$ cat src/sv/htab_ram.sv
// generic single-port-write, single-port-read ram with registered read
module htab_ram #(
  parameter int WIDTH = 8,
  parameter int DEPTH = 16
) (
  input  logic                     clk_i,
  input  logic                     we_i,
  input  logic [$clog2(DEPTH)-1:0] waddr_i,
  input  logic [WIDTH-1:0]         wdata_i,
  input  logic                     re_i,
  input  logic [$clog2(DEPTH)-1:0] raddr_i,
  output logic [WIDTH-1:0]         rdata_o
);

  logic [WIDTH-1:0] mem [DEPTH];
  logic [WIDTH-1:0] rdata_q;

  // write port
  always_ff @(posedge clk_i) begin
    if (we_i) begin
      mem[waddr_i] <= wdata_i;
    end
  end

  // registered read port
  always_ff @(posedge clk_i) begin
    if (re_i) begin
      rdata_q <= mem[raddr_i];
    end
  end

  assign rdata_o = rdata_q;

endmodule

$ cat config.mk
export PLATFORM = sky130hd
export DESIGN_NAME = htab_ram
export DESIGN_NICKNAME = d
export VERILOG_FILES = /design/src/sv/htab_ram.sv
export SDC_FILE = /design/constraint.sdc
export NUM_CORES = 1
export LEC_CHECK = 0
export BUFFER_PORTS_ARGS = -buffer_cell sky130_fd_sc_hd__buf_2
export CAP_MARGIN = 20
export CORE_ASPECT_RATIO = 1.25
export CORE_MARGIN = 5
export CORE_UTILIZATION = 35
export CTS_CLUSTER_SIZE = 40
export DETAILED_ROUTE_END_ITERATION = 10
export HOLD_SLACK_MARGIN = 0.1
export PLACE_DENSITY_LB_ADDON = 0.1
export SYNTH_ARGS = -nofsm -noshare
export SYNTH_HDL_FRONTEND = slang
export SYNTH_SLANG_ARGS = --single-unit
$ cat constraint.sdc
create_clock -name clk_i -period 4.1 [get_ports clk_i]
set_clock_uncertainty 0.05 [all_clocks]
set_input_delay 1.025 -clock clk_i [delete_from_list [all_inputs] [get_ports clk_i]]
set_output_delay 1.025 -clock clk_i [all_outputs]
set_load 0.1 [all_outputs]
==> summary.txt <==
Outcome - finished clean
Number of distinct library cells after synthesis - 18
Dpl ws - 1160 ps
Latest clock arrival within the worst-skew pair - 400 ps
Worst reg-to-reg path cell count - 3
Peak VDD IR - 0.219 mV
Final Hold Vio Count - 0
Routability cong. - 0.678
Critical-path cell with the highest stage delay - mux4_1
Hold depth - 3
Clock-pin slew on the worst setup and hold paths - 60 ps
# resized after CTS - 0
Slowest stage delay, CP - 580 ps
Critical-path cell list - buf_2, buf_12, mux4_1, a22oi_1, nand2_1
Initial antenna violation count - 0
Root Driver - clkbuf_16
Final net count - 289
Die X - 119 microns
CP Class - input port to flip-flop
Post-Syn Nets - 248
Arr. time, crit path - 2570 ps
Worst slew margin - 32.2%
Type of origin of the critical path - input port
CP delay by family, top - buffers and inverters
DP HPWL - 7230 microns
Total gr overflow - 0
Initial Utilization - 35.3%
Post-Route Utilization - 41.1%
Leakage - 2.01 nW
Most frequent cells in the layout - edfxtp_1, buf_2, mux4_2
Final slew viol count - 0
Xor/xnor share of the synthesized area - 0%
Most common cell after layout, fill and taps aside - edfxtp_1
Num Clock Sinks - 136
Final worst slack - 1620 ps
Maxcap violations - 0
Overall routing resource usage - 13.7%
DR iter-0 viols - 181
Largest net degree at the start of global routing - 33
Post-Route WL - 11300 microns
Tmin final - 2480 ps
Hold Buf Count CTS - 0
Slew of the pin with the lowest slew margin - 1010 ps
Adder-cell area share of the yosys netlist - 0%
Synthesized cell area - 5230 sq um
Worst hold path class - flip-flop to flip-flop
Htree depth - 4
Largest family of logic cells by synthesized area - multiplexers
TritonCTS buffer count - 17
# port buffers - 26
Clk buf depth - 2
N_diodes - 0
WL per Instance - 24.3 microns
Mux share of post-synthesis cell area - 14.8%
Cell Pwr Density - 518 nW/um^2
CTS tree - yes
Die Span Y - 147 microns
Io pins - 27
Via count - 2427
Final setup vio count - 0
Synth Area in Simple Gates - 3.14%
#FFs+latches synth - 136
Core area - 14800 sq um
Row count - 50
Die ar. - 17500 sq um
Worst Path Buf+Inv - 2
Final Hold Slack - 692 ps
Setup TNS - 0 ps
Sequential area share after synthesis - 78.1%
Layout cell share with drive strength beyond 1 - 26.6%
Critical path endpoint category - flip-flop
Yosys Warn Count - 0
First-pass GRT wire length - 16900 microns
Compound-Gate Fraction of Synth Area - 2.30%
Max frequency - 0.404 GHz
Tcrit/Tclk final - 60.4%
Vias in the first global route - 2619
Worst EP required - 4200 ps
Post-CTS Setup Bufs - 0
CP Depth - 5
Cells after Synth - 229
DRT Pass-1 Iters - 6
Crit Path Max Fanout - 21
Routed Antenna Nets - 0
DRC viols - 0
RSZ-0062 raised after global routing - no
Mean Syn Cell Area - 22.8 sq um
Layout area overhead - 16.7%
Drt via density - 5.23
==> final cells by class <==
class / count / area, sq um
clock buffer: 18 / 429
clock inverter: 13 / 113
fill: 1299 / 8730
multi-input combinational: 83 / 1060
sequential: 136 / 4080
tap: 182 / 228
timing repair buffer: 32 / 188
==> cells by family (layout without fill, tap and decap cells) <==
| family | after synthesis | after routing |
|---|---|---|
| AOI/OAI and AO/OA | 16 | 16 |
| buffers and inverters | 10 | 63 |
| DFF | 136 | 136 |
| muxes | 32 | 32 |
| and+or+nand+nor | 35 | 35 |
==> flip-flops by register name, summed over array words and instances (netlist names) <==
name     cells
mem        128
rdata_o      8
==> metal layers <==
metal	GRT usage (%)	vias up	part of all wire [%]
met5	0	-	0
met4	4.99	0	1.4
met3	3.37	11	4.2
met2	23.2	75	52
met1	17.0	1280	43
li1	-	1061	-
==> cells in the mapped netlist <==
library cell / n / area, sq um
edfxtp_1: 136 / 4080
mux4_2: 18 / 405
a22oi_1: 16 / 120
mux4_1: 14 / 368
nor2_1: 13 / 48.8
nand2_1: 9 / 33.8
nor3_1: 4 / 20.0
buf_2: 3 / 15.0
buf_6: 3 / 33.8
clkdlybuf4s25_2: 3 / 30.0
nand2b_1: 2 / 12.5
nand3b_1: 2 / 15.0
and2_1: 1 / 6.26
and2b_1: 1 / 7.51
buf_4: 1 / 7.51
nand3_1: 1 / 5.00
nor2b_1: 1 / 6.26
or3b_2: 1 / 8.76
==> tightest hold or removal path: cells and delay by family, from the launching register on <==
family	cells	cell delay [ps]
AOI/OAI and AO/OA	1	60
and+or+nand+nor	1	60
muxes	1	220
DFF	1	310
==> power by group <==
part / total, mW / internal (mW) / switching, mW / leakage [nW]
sequential: 1.58 / 1.57 / 0.00842 / 1.24
combinational: 0.190 / 0.0568 / 0.133 / 0.509
clock: 1.40 / 0.873 / 0.522 / 0.260
total: 3.16 / 2.50 / 0.663 / 2.01
==> worst paths after layout <==
check	start	endpoint	slack, ps
worst max-delay path	raddr_i[0]	rdata_o[2]$_DFFE_PP_	1620
worst min-delay path	mem[14][4]$_DFFE_PP_	rdata_o[4]$_DFFE_PP_	690
worst max register to register	mem[0][0]$_DFFE_PP_	rdata_o[0]$_DFFE_PP_	2510
worst min register to register	mem[14][4]$_DFFE_PP_	rdata_o[4]$_DFFE_PP_	690
==> per-stage QoR <==
step | cell area [sq um] | power (mW) | cells
2_1_floorplan | 5230 | 1.73 | 229
3_3_place_gp | 5560 | 1.80 | 433
3_5_place_dp | 5560 | 1.80 | 433
4_1_cts | 6100 | 3.20 | 464
5_1_grt | 6100 | 3.28 | 464
6_report | 6100 | 3.16 | 464
No activity file was read; power rests on OpenSTA's default activity.
