$ cat src/sv/htab_pkg.sv
// shared types and constants of the hash table engine
package htab_pkg;

  // table geometry, BUCKETS is a power of two
  localparam int BUCKETS = 64;
  localparam int WAYS    = 4;

  localparam int KEY_W  = 32;
  localparam int VAL_W  = 32;
  localparam int BKT_W  = $clog2(BUCKETS);
  localparam int WAY_W  = (WAYS > 1) ? $clog2(WAYS) : 1;
  localparam int SLOT_W = KEY_W + VAL_W;
  localparam int ROW_W  = WAYS * SLOT_W;

  // operation codes
  typedef enum logic [1:0] {
    OP_PUT    = 2'd0,
    OP_GET    = 2'd1,
    OP_REMOVE = 2'd2
  } op_e;

  // result status codes
  typedef enum logic [2:0] {
    ST_INSERTED = 3'd0,
    ST_UPDATED  = 3'd1,
    ST_REMOVED  = 3'd2,
    ST_HIT      = 3'd3,
    ST_MISS     = 3'd4,
    ST_FULL     = 3'd5
  } status_e;

  // one slot of a bucket row
  typedef struct packed {
    logic [KEY_W-1:0] key;
    logic [VAL_W-1:0] value;
  } slot_t;

  typedef slot_t [WAYS-1:0] row_t;

  // outcome of one operation on a bucket
  typedef struct packed {
    logic             found;
    logic [VAL_W-1:0] value_out;
    status_e          status;
    logic             wr_en;
    row_t             wr_row;
    logic             valid_set;
    logic             valid_clr;
    logic [WAY_W-1:0] way;
  } bkt_res_t;

endpackage

$ cat src/sv/htab_bucket.sv
// key match, free slot search and row update for one bucket
module htab_bucket import htab_pkg::*; (
  input  logic [1:0]       op_i,
  input  logic [KEY_W-1:0] key_i,
  input  logic [VAL_W-1:0] value_i,
  input  row_t             row_i,
  input  logic [WAYS-1:0]  valid_i,
  output bkt_res_t         res_o
);

  logic             hit;
  logic [WAY_W-1:0] hit_way;
  logic             free;
  logic [WAY_W-1:0] free_way;

  // lowest matching way and lowest free way
  always_comb begin
    hit      = 1'b0;
    hit_way  = '0;
    free     = 1'b0;
    free_way = '0;
    for (int w = WAYS - 1; w >= 0; w--) begin
      if (valid_i[w] && (row_i[w].key == key_i)) begin
        hit     = 1'b1;
        hit_way = WAY_W'(w);
      end
      if (!valid_i[w]) begin
        free     = 1'b1;
        free_way = WAY_W'(w);
      end
    end
  end

  // operation decode and row modify
  always_comb begin
    res_o           = '0;
    res_o.found     = hit;
    res_o.status    = ST_MISS;
    res_o.wr_row    = row_i;
    res_o.way       = hit_way;
    case (op_e'(op_i))
      OP_PUT: begin
        if (hit) begin
          res_o.wr_row[hit_way].value = value_i;
          res_o.wr_en                 = 1'b1;
          res_o.status                = ST_UPDATED;
        end else if (free) begin
          res_o.wr_row[free_way].key   = key_i;
          res_o.wr_row[free_way].value = value_i;
          res_o.wr_en                  = 1'b1;
          res_o.valid_set              = 1'b1;
          res_o.way                    = free_way;
          res_o.status                 = ST_INSERTED;
        end else begin
          res_o.status = ST_FULL;
        end
      end
      OP_GET: begin
        if (hit) begin
          res_o.value_out = row_i[hit_way].value;
          res_o.status    = ST_HIT;
        end
      end
      OP_REMOVE: begin
        if (hit) begin
          res_o.valid_clr = 1'b1;
          res_o.status    = ST_REMOVED;
        end
      end
      default: begin
        res_o.found = 1'b0;
      end
    endcase
  end

endmodule

$ cat config.mk
export PLATFORM = sky130hd
export DESIGN_NAME = htab_bucket
export DESIGN_NICKNAME = d
export VERILOG_FILES = /design/src/sv/htab_pkg.sv /design/src/sv/htab_bucket.sv
export SDC_FILE = /design/constraint.sdc
export NUM_CORES = 1
export LEC_CHECK = 0
export ABC_AREA = 0
export BUFFER_PORTS_ARGS = -buffer_cell sky130_fd_sc_hd__buf_2
export CAP_MARGIN = 15
export CORE_AREA = 2 2 241 243
export DETAILED_ROUTE_END_ITERATION = 10
export DIE_AREA = 0 0 243 245
export PLACE_DENSITY = 0.37
export SLEW_MARGIN = 20
export SYNTH_ARGS = -nofsm -noshare
export SYNTH_HDL_FRONTEND = slang
export SYNTH_SLANG_ARGS = --single-unit
$ cat constraint.sdc
create_clock -name vclk -period 10.45
set_clock_uncertainty 0.1 [all_clocks]
set_input_delay 1.5675 -clock vclk [all_inputs]
set_output_delay 1.5675 -clock vclk [all_outputs]
set_load 0.05 [all_outputs]
==> metrics.md <==
| Metric | Value |
|---|---|
| Antenna Violating Nets Remaining | `0` |
| Clock buffers | `0` |
| FMAX | `141 MHz` |
| RSZ-0062 raised after global routing | `no` |
| Status | `complete, no violations` |
| Initial core utilization | `10.6%` |
| Hold Path Depth | `3` |
| GPL Wtd Cong | `0.937` |
| Max-slew headroom | `32.6%` |
| I/O pin total | `623` |
| Layout cells sized above 1 | `68.6%` |
| Sequential cells | `0` |
| Netlist cell types | `46` |
| Synthesized Nets | `1050` |
| WP data arrival | `5440 ps` |
| Setup TNS | `0 ps` |
| FP Rows | `88` |
| Filler cells | `6627` |
| Hold endpoint | `res_o[261]` |
| Seq/Total Area, Yosys | `0%` |
| Global-route wire length before repair | `65.3 mm` |
| Crit Path Class | `input pin to output pin` |
| Nets | `1609` |
| Initial DRC count | `445` |
| Crit. End Element | `output pin` |
| FF/Latch Area | `0 um^2` |
| Port bufs | `623` |
| HP Start | `op_i[1]` |
| Post-Place Cells | `2046` |
| Commonest non-fill, non-tap cells in the layout | `buf_2 (623), mux2_2 (224), xnor2_1 (94)` |
| # setup viols final | `0` |
| Synthesis warning total | `0` |
| WL/cell | `23.6 um` |
| Total core area | `57000 um^2` |
| Final worst path period share | `68.0%` |
| Worst-Margin Slew | `1010 ps` |
| HPWL after DPL | `41.6 mm` |
| Final min period | `7110 ps` |
| P_leak | `4.43 nW` |
| Total iterations of the first detailed-routing run | `6` |
| Max-cap violation count | `0` |
| Kind of start point of the critical path | `input pin` |
| DIE HEIGHT | `245 um` |
| Vias in the first global route | `8697` |
| Hold buffer count at cts | `0` |
| Via Count | `8715` |
| Area of the multi-input gates | `5660 um^2` |
| Commonest non-fill, non-tap cell in the layout | `buf_2` |
| Total power | `602 uW` |
| Hold_ws | `3410 ps` |
| Tightest Hold Check Type | `input pin to output pin` |
| Die W | `243 um` |
| CP max FO | `33` |
| Fin. Hold Viols | `0` |
| Avg Cell Area, Syn | `8.35 um^2` |
| Post-CTS setup buffers | `0` |
| CP required | `8780 ps` |
| Pwr/cell area | `61.0 nW/um^2` |
| Slew Viols, Final | `0` |
| PostCTS Resize Cnt | `0` |
| Post-synthesis cell count | `724` |
| Synth Cell Area | `6040 um^2` |
| Largest net degree at the start of global routing | `34` |
| Total grt overflow | `0` |
| Antenna violations before repair | `8` |
| Avg Vias per Cell | `4.25` |
| Peak supply drop | `0.0000247 V` |
| GRT Total Usage | `14.9%` |
| Non-Filler Instances | `2050` |
| Final WL | `48.4 mm` |
| Die area | `59500 um^2` |
| Area delta synth->final | `63.2%` |
| # DRC | `0` |
| Fin util | `17.3%` |
[critical path, stage by stage]
cell       delay, ps
buf_2            320
xor2_1           140
nor4_1           300
nand4_1          170
nor4_2           890
and3b_2          940
a2bb2oi_4        100
buf_4            300
mux2_1           400
buf_2            220
[power breakdown]
part	internal [mW]	switching [mW]	total, mW
logic	0.176	0.425	0.602
clock network	0.0000000386	0	0.0000000386
registers	0	0	0
[synthesized netlist by cell type, drive strengths merged, types with 4 or more instances]
cell type | instances | area [um^2]
xnor2 | 94 | 823
buf | 35 | 240
inv | 7 | 26.3
nor2 | 10 | 37.5
a222oi | 32 | 320
clkbuf | 43 | 161
and3 | 4 | 25.0
nand4 | 39 | 244
nor3 | 8 | 40.0
nand2 | 48 | 180
nand2b | 9 | 56.3
a21oi | 38 | 190
o21ai | 4 | 20.0
nand3 | 13 | 65.1
mux2 | 254 | 2880
xor2 | 29 | 254
nor4 | 25 | 184
[metal layers]
metal	GRT usage [%]	share of wire (%)
met1	17.7	40
met2	28.1	52
met3	2.25	6.2
met4	2.92	2.1
met5	0	0.027
[worst max path at each step]
stage          startpoint    endpoint  slack [ps]  depth (start not counted)
3_5_place_dp    key_i[29]  res_o[150]        3280                         10
3_3_place_gp    key_i[29]  res_o[138]        3360                         10
6_report        key_i[29]  res_o[150]        3340                         10
5_1_grt         key_i[29]  res_o[150]        3110                         10
2_1_floorplan    key_i[0]  res_o[262]        3960                          8
4_1_cts         key_i[29]  res_o[150]        3280                         10
[stage by stage]
step / cell area, um^2 / setup slack (ps)
4_1_cts: 9850 / 3280
2_1_floorplan: 6040 / 3960
6_report: 9860 / 3340
5_1_grt: 9860 / 3110
3_5_place_dp: 9850 / 3280
3_3_place_gp: 9850 / 3360
[cell families after synthesis]
group           after synthesis  share of synthesized area, %
buf+inv                      85                          7.08
mux                         256                          48.0
simple gates                175                          16.3
xor+xnor                    123                          17.8
compound gates               85                          10.8
[layout make-up]
cell class / instances / area share [%]
Antenna cell: 4 / 0.101
Inverter: 7 / 0.266
Multi-Input combinational cell: 639 / 57.4
Tap cell: 765 / 9.70
Timing Repair Buffer: 635 / 32.5
(Power assumes the default switching activity.)
